--- src/hw/rtl/svwap_pkg.sv ---
// Shared types and constants for the session VWAP band unit.
`timescale 1ns / 1ps
package svwap_pkg;

   localparam int PriceW = 24;
   localparam int VolW   = 24;
   localparam int DayW   = 20;
   localparam int TodW   = 17;
   localparam int ScaleW = 12;
   localparam int SpvW   = 64;
   localparam int SvW    = 48;
   localparam int BandW  = 32;
   localparam int CsrIdxW = 3;
   localparam int CsrDatW = 17;
   localparam int NumBands = 5;

   localparam logic [CsrIdxW-1:0] CSR_RESET_TIME = 3'd0;
   localparam logic [CsrIdxW-1:0] CSR_SCALE_ONE  = 3'd1;
   localparam logic [CsrIdxW-1:0] CSR_SCALE_TWO  = 3'd2;
   localparam logic [CsrIdxW-1:0] CSR_SCALE_THREE = 3'd3;
   localparam logic [CsrIdxW-1:0] CSR_SCALE_FOUR = 3'd4;
   localparam logic [CsrIdxW-1:0] CSR_SCALE_FIVE = 3'd5;

   typedef enum logic [3:0] {
      OP_NONE,
      OP_LOAD,
      OP_ANCHOR,
      OP_SUM,
      OP_DIV_SPV,
      OP_DIV_DEV,
      OP_DIV_STEP,
      OP_VWAP,
      OP_DEV,
      OP_PROD_LO,
      OP_PROD_HI,
      OP_ACC,
      OP_SQRT_INIT,
      OP_SQRT_STEP,
      OP_BAND,
      OP_WRITE
   } op_type;

   typedef struct packed {
      op_type     op;
      logic [2:0] band_idx;
      logic       hold;
   } cmd_type;

   typedef struct packed {
      logic restart;
      logic zero_vol;
   } status_type;

endpackage

--- src/hw/rtl/svwap_ctrl.sv ---
// Sequencer for the VWAP band unit: steps the datapath through one word.
`timescale 1ns / 1ps
module svwap_ctrl import svwap_pkg::*; (
   input  logic       clock,
   input  logic       reset,
   input  logic       req_valid,
   output logic       req_ready,
   output logic       rsp_valid,
   input  logic       rsp_ready,
   input  status_type status,
   output cmd_type    cmd
);

   typedef enum logic [3:0] {
      S_IDLE, S_ANCHOR, S_SUM, S_CHECK, S_DIV1, S_VWAP, S_DEV, S_PLO, S_PHI,
      S_ACC, S_DIV2_INIT, S_DIV2, S_SQRT_INIT, S_SQRT, S_BAND, S_OUT
   } state_type;

   state_type  state_ff, state_in;
   logic [5:0] cnt_ff, cnt_in;
   logic       rsp_valid_ff, rsp_valid_in;

   assign req_ready = (state_ff == S_IDLE);
   assign rsp_valid = rsp_valid_ff;

   always_comb begin
      state_in     = state_ff;
      cnt_in       = cnt_ff;
      rsp_valid_in = rsp_valid_ff && !rsp_ready;
      cmd.op       = OP_NONE;
      cmd.band_idx = cnt_ff[2:0];
      cmd.hold     = status.zero_vol;
      unique case (state_ff)
         S_IDLE: begin
            if (req_valid) begin
               cmd.op   = OP_LOAD;
               state_in = S_ANCHOR;
            end
         end
         S_ANCHOR: begin
            cmd.op   = OP_ANCHOR;
            state_in = S_SUM;
         end
         S_SUM: begin
            cmd.op   = OP_SUM;
            state_in = S_CHECK;
         end
         S_CHECK: begin
            if (status.zero_vol) begin
               state_in = S_OUT;
            end else begin
               cmd.op   = OP_DIV_SPV;
               cnt_in   = 6'd63;
               state_in = S_DIV1;
            end
         end
         S_DIV1: begin
            cmd.op = OP_DIV_STEP;
            cnt_in = cnt_ff - 6'd1;
            if (cnt_ff == 6'd0) state_in = S_VWAP;
         end
         S_VWAP: begin
            cmd.op   = OP_VWAP;
            state_in = status.restart ? S_DIV2_INIT : S_DEV;
         end
         S_DEV: begin
            cmd.op   = OP_DEV;
            state_in = S_PLO;
         end
         S_PLO: begin
            cmd.op   = OP_PROD_LO;
            state_in = S_PHI;
         end
         S_PHI: begin
            cmd.op   = OP_PROD_HI;
            state_in = S_ACC;
         end
         S_ACC: begin
            cmd.op   = OP_ACC;
            state_in = S_DIV2_INIT;
         end
         S_DIV2_INIT: begin
            cmd.op   = OP_DIV_DEV;
            cnt_in   = 6'd63;
            state_in = S_DIV2;
         end
         S_DIV2: begin
            cmd.op = OP_DIV_STEP;
            cnt_in = cnt_ff - 6'd1;
            if (cnt_ff == 6'd0) state_in = S_SQRT_INIT;
         end
         S_SQRT_INIT: begin
            cmd.op   = OP_SQRT_INIT;
            cnt_in   = 6'd31;
            state_in = S_SQRT;
         end
         S_SQRT: begin
            cmd.op = OP_SQRT_STEP;
            cnt_in = cnt_ff - 6'd1;
            if (cnt_ff == 6'd0) begin
               cnt_in   = 6'(NumBands - 1);
               state_in = S_BAND;
            end
         end
         S_BAND: begin
            cmd.op = OP_BAND;
            cnt_in = cnt_ff - 6'd1;
            if (cnt_ff == 6'd0) state_in = S_OUT;
         end
         S_OUT: begin
            // The result register may still hold an untaken word.
            if (!rsp_valid_ff || rsp_ready) begin
               cmd.op       = OP_WRITE;
               rsp_valid_in = 1'b1;
               state_in     = S_IDLE;
            end
         end
         default: state_in = S_IDLE;
      endcase
   end

   always_ff @(posedge clock) begin
      if (reset) begin
         state_ff     <= S_IDLE;
         cnt_ff       <= '0;
         rsp_valid_ff <= 1'b0;
      end else begin
         state_ff     <= state_in;
         cnt_ff       <= cnt_in;
         rsp_valid_ff <= rsp_valid_in;
      end
   end

endmodule

--- config.mk ---
export PLATFORM = sky130hd
export DESIGN_NAME = svwap_ctrl
export DESIGN_NICKNAME = d
export VERILOG_FILES = /design/src/hw/rtl/svwap_pkg.sv /design/src/hw/rtl/svwap_ctrl.sv
export SDC_FILE = /design/constraint.sdc
export NUM_CORES = 1
export LEC_CHECK = 0
export ABC_AREA = 1
export BUFFER_PORTS_ARGS = -buffer_cell sky130_fd_sc_hd__buf_2
export CORE_MARGIN = 3
export CORE_UTILIZATION = 54
export CTS_CLUSTER_SIZE = 28
export DETAILED_ROUTE_END_ITERATION = 10
export PLACE_DENSITY = 0.87
export SYNTH_ARGS = -nofsm -noshare
export SYNTH_HDL_FRONTEND = slang
export SYNTH_SLANG_ARGS = --single-unit
export TNS_END_PERCENT = 5
--- constraint.sdc ---
create_clock -name clock -period 1.8 [get_ports clock]
set_input_delay 0.09 -clock clock [delete_from_list [all_inputs] [get_ports clock]]
set_output_delay 0.09 -clock clock [all_outputs]
set_load 0.03 [all_outputs]
==> results.json <==
{
  "critPathCaptureType": "output port",
  "finClkSkew_ns": 0.00739,
  "first_global_vias": 814,
  "cts_setup_buffers": 0,
  "number_of_storage_elements_in_the_synthesis_netlist": 11,
  "dr_total_vias": 991,
  "arrival_ns": 1.58,
  "vias_per_cell": 5.45,
  "synth_largest_area_cell": "dfxtp_1",
  "die_area_um2": 2220,
  "clock_path_buffers": 2,
  "synth_compound_area_share_pct": 13.7,
  "seq_area_frac_synth_pct": 24.1,
  "placeableCoreArea_um2": 1540,
  "fp.dieW_um": 47.2,
  "cts_root_buffer": "clkbuf_4",
  "drt_wl_total_um": 2090,
  "min_path_cells": 2,
  "period_needed_ns": 1.67,
  "largest_family_of_logic_cells_by_synthesized_area": "simple AND/OR/NAND/NOR gates",
  "remaining_drc_errors": 0,
  "grt_max_degree": 10,
  "synthXorXnorAreaFrac_pct": 1.92,
  "most_frequent_standard_cell_in_the_layout_excluding_fill_and_tap_cells": "nand2_1",
  "postSynthAreaPerCell_um2": 6.02,
  "fin_crit_sh_pct": 92.6,
  "tritoncts_num_sinks": 11,
  "drt_iter0_markers": 58,
  "drt_pass1_iterations": 4,
  "synth.yosys.warnings": 0,
  "initial_antenna_violation_count": 0,
  "timing.critical_path.required_ns": 1.71,
  "netlist_top_cells_area": "dfxtp_1, nand2_1, inv_1, nor2_1, nand3_1",
  "drive_above_1_share_pct": 21.1,
  "cts_tree": "done",
  "power.density_nw_per_um2": 2060,
  "worst_hold_path_type": "in -> reg",
  "synthArstFlopShare_pct": 0,
  "worst_path_largest_cell_delay_ns": 0.38,
  "ir_worst_vdd_uv": 1170,
  "post_synth_mux_area_share_pct": 0,
  "critical_path.startpoint_type": "flip-flop",
  "floorplan.io_pins": 16,
  "endpoints_failing_hold": 0,
  "groute.usage.overall_pct": 21.7,
  "static-leakage-power_nw": 0.551,
  "route.antenna.remaining_nets": 0,
  "global_route_wire_length_before_repair_um": 3440,
  "mappedNetlistArea_um2": 915,
  "postSynth.topFlopCell": "dfxtp_1",
  "timing.reg2reg.worst_path_depth": 9,
  "site_rows": 14,
  "effective_utilization_at_floorplan_pct": 59.3,
  "layout.nets": 174,
  "timing_worst_setup_path_type": "reg -> out",
  "fmaxAchievable_mhz": 600,
  "syn2layout_area_growth_pct": 10.1,
  "totalPowerFinal_w": 0.00208,
  "net_count_synth": 159,
  "final_cell_mix": "nand2_1, inv_1, nor2_1, buf_2, nand3_1",
  "htree_levels": 1,
  "detailedPlacementHpwl_um": 1620,
  "synth_top_area_share_pct": 24.1,
  "synth-simple-area-share_pct": 45.3,
  "place.port_buffers": 15,
  "synth_adder_area_share_pct": 1.37,
  "cts_hold_buffers": 0,
  "maxSlewViolCount": 0,
  "pin_slew_with_the_least_headroom_to_its_limit_ns": 0.424,
  "ys_types": 23,
  "insertedDiodeCount": 0,
  "crit_chain": "nor2_1 -> nand2_1 -> o2111ai_1 -> o21a_1 -> buf_2",
  "setup_violations": 0,
  "worstSkewPairLatency_ns": 0.27,
  "cell_at_the_slowest_stage_of_the_critical_path": "nor2_1",
  "globalRoute.totalOverflow": 0,
  "netlist_instances": 152,
  "cts_inserted_buffers": 3,
  "synth_enable_flop_cells": 0,
  "rsz0062_at_grt": "true",
  "max_cap_viol_count": 0,
  "critPathMaxFanout": 7,
  "cts-resized-gates": 0,
  "clock_pin_slew_on_the_worst_setup_and_hold_paths_ns": 0.06,
  "timing.slew.headroom_pct": 71.6,
  "result_of_the_run": "completed",
  "drt-wirelength-per-cell_um": 11.5,
  "finish.utilization_pct": 65.3,
  "die_h_um": 47.2,
  "globalplace.congestion": 0.909
}
==> through the flow <==
| step | area, um2 | setup slack [ns] | instances | setup TNS [ns] | hold WS [ns] |
|---|---|---|---|---|---|
| 4_1_cts | 1000 | 0.0341 | 182 | 0 | 0.0536 |
| 6_report | 1010 | 0.133 | 182 | 0 | 0.0663 |
| 5_1_grt | 1010 | -0.0108 | 182 | -0.0115 | 0.0601 |
| 2_1_floorplan | 915 | 0.354 | 152 | 0 | 0.159 |
| 3_3_place_gp | 975 | 0.302 | 178 | 0 | 0.348 |
| 3_5_place_dp | 975 | 0.231 | 178 | 0 | 0.346 |
==> synthesized netlist by cell type, types with 3 or more instances <==
cell,n
inv_1,20
buf_4,4
nand3_1,13
nor2_1,20
dfxtp_1,11
nand2_1,42
nand2_4,5
inv_2,4
nand2_2,3
a21oi_1,12
==> flip-flops by register name (all words and copies together) (netlist names) <==
name / cells
rsp_valid: 1
state_ff: 4
cnt_ff: 6
==> where the power goes <==
group / total (W) / switching [W] / internal (W) / leakage (nW)
sequential: 0.000458 / 0.000113 / 0.000345 / 0.0903
clock: 0.000167 / 0.0000807 / 0.0000858 / 0.0150
combinational: 0.00145 / 0.000990 / 0.000461 / 0.446
==> worst paths after layout <==
check                end   startpoint  slack [ns]
min          state_ff[1]        reset        0.07
max               cmd[4]  state_ff[3]        0.13
max reg2reg    cnt_ff[3]    cnt_ff[0]        0.15
min reg2reg  state_ff[1]  state_ff[1]        0.53
==> cells by family after synthesis <==
kind of cell | Yosys count
AOI/OAI and AO/OA | 20
xor gates and xnor gates | 2
adders and majority gates | 1
buffers and inverters | 29
DFF | 11
and+or+nand+nor | 89
==> worst max-delay path: cells and delay by family (launching register included) <==
family | cells | cell delay, ns
and+or+nand+nor | 2 | 0.53
DFF | 1 | 0.37
AOI/OAI and AO/OA | 2 | 0.23
buffers and inverters | 1 | 0.19
==> layer usage <==
layer  share of wire, %  global-route usage [%]
met1                 46                    30.7
met2                 47                    33.3
met3                7.5                    6.90
met4                  0                    2.76
met5                  0                       0
==> area by class of cell <==
| cell class | instances | area, um2 |
|---|---|---|
| clock buffers | 4 | 26.3 |
| well taps | 16 | 20.0 |
| multi-input cells | 112 | 573 |
| repair buffers | 15 | 75.1 |
| inverters | 24 | 90.1 |
| fillers | 159 | 534 |
| flip-flops and latches | 11 | 223 |
(Power assumes the default switching activity.)
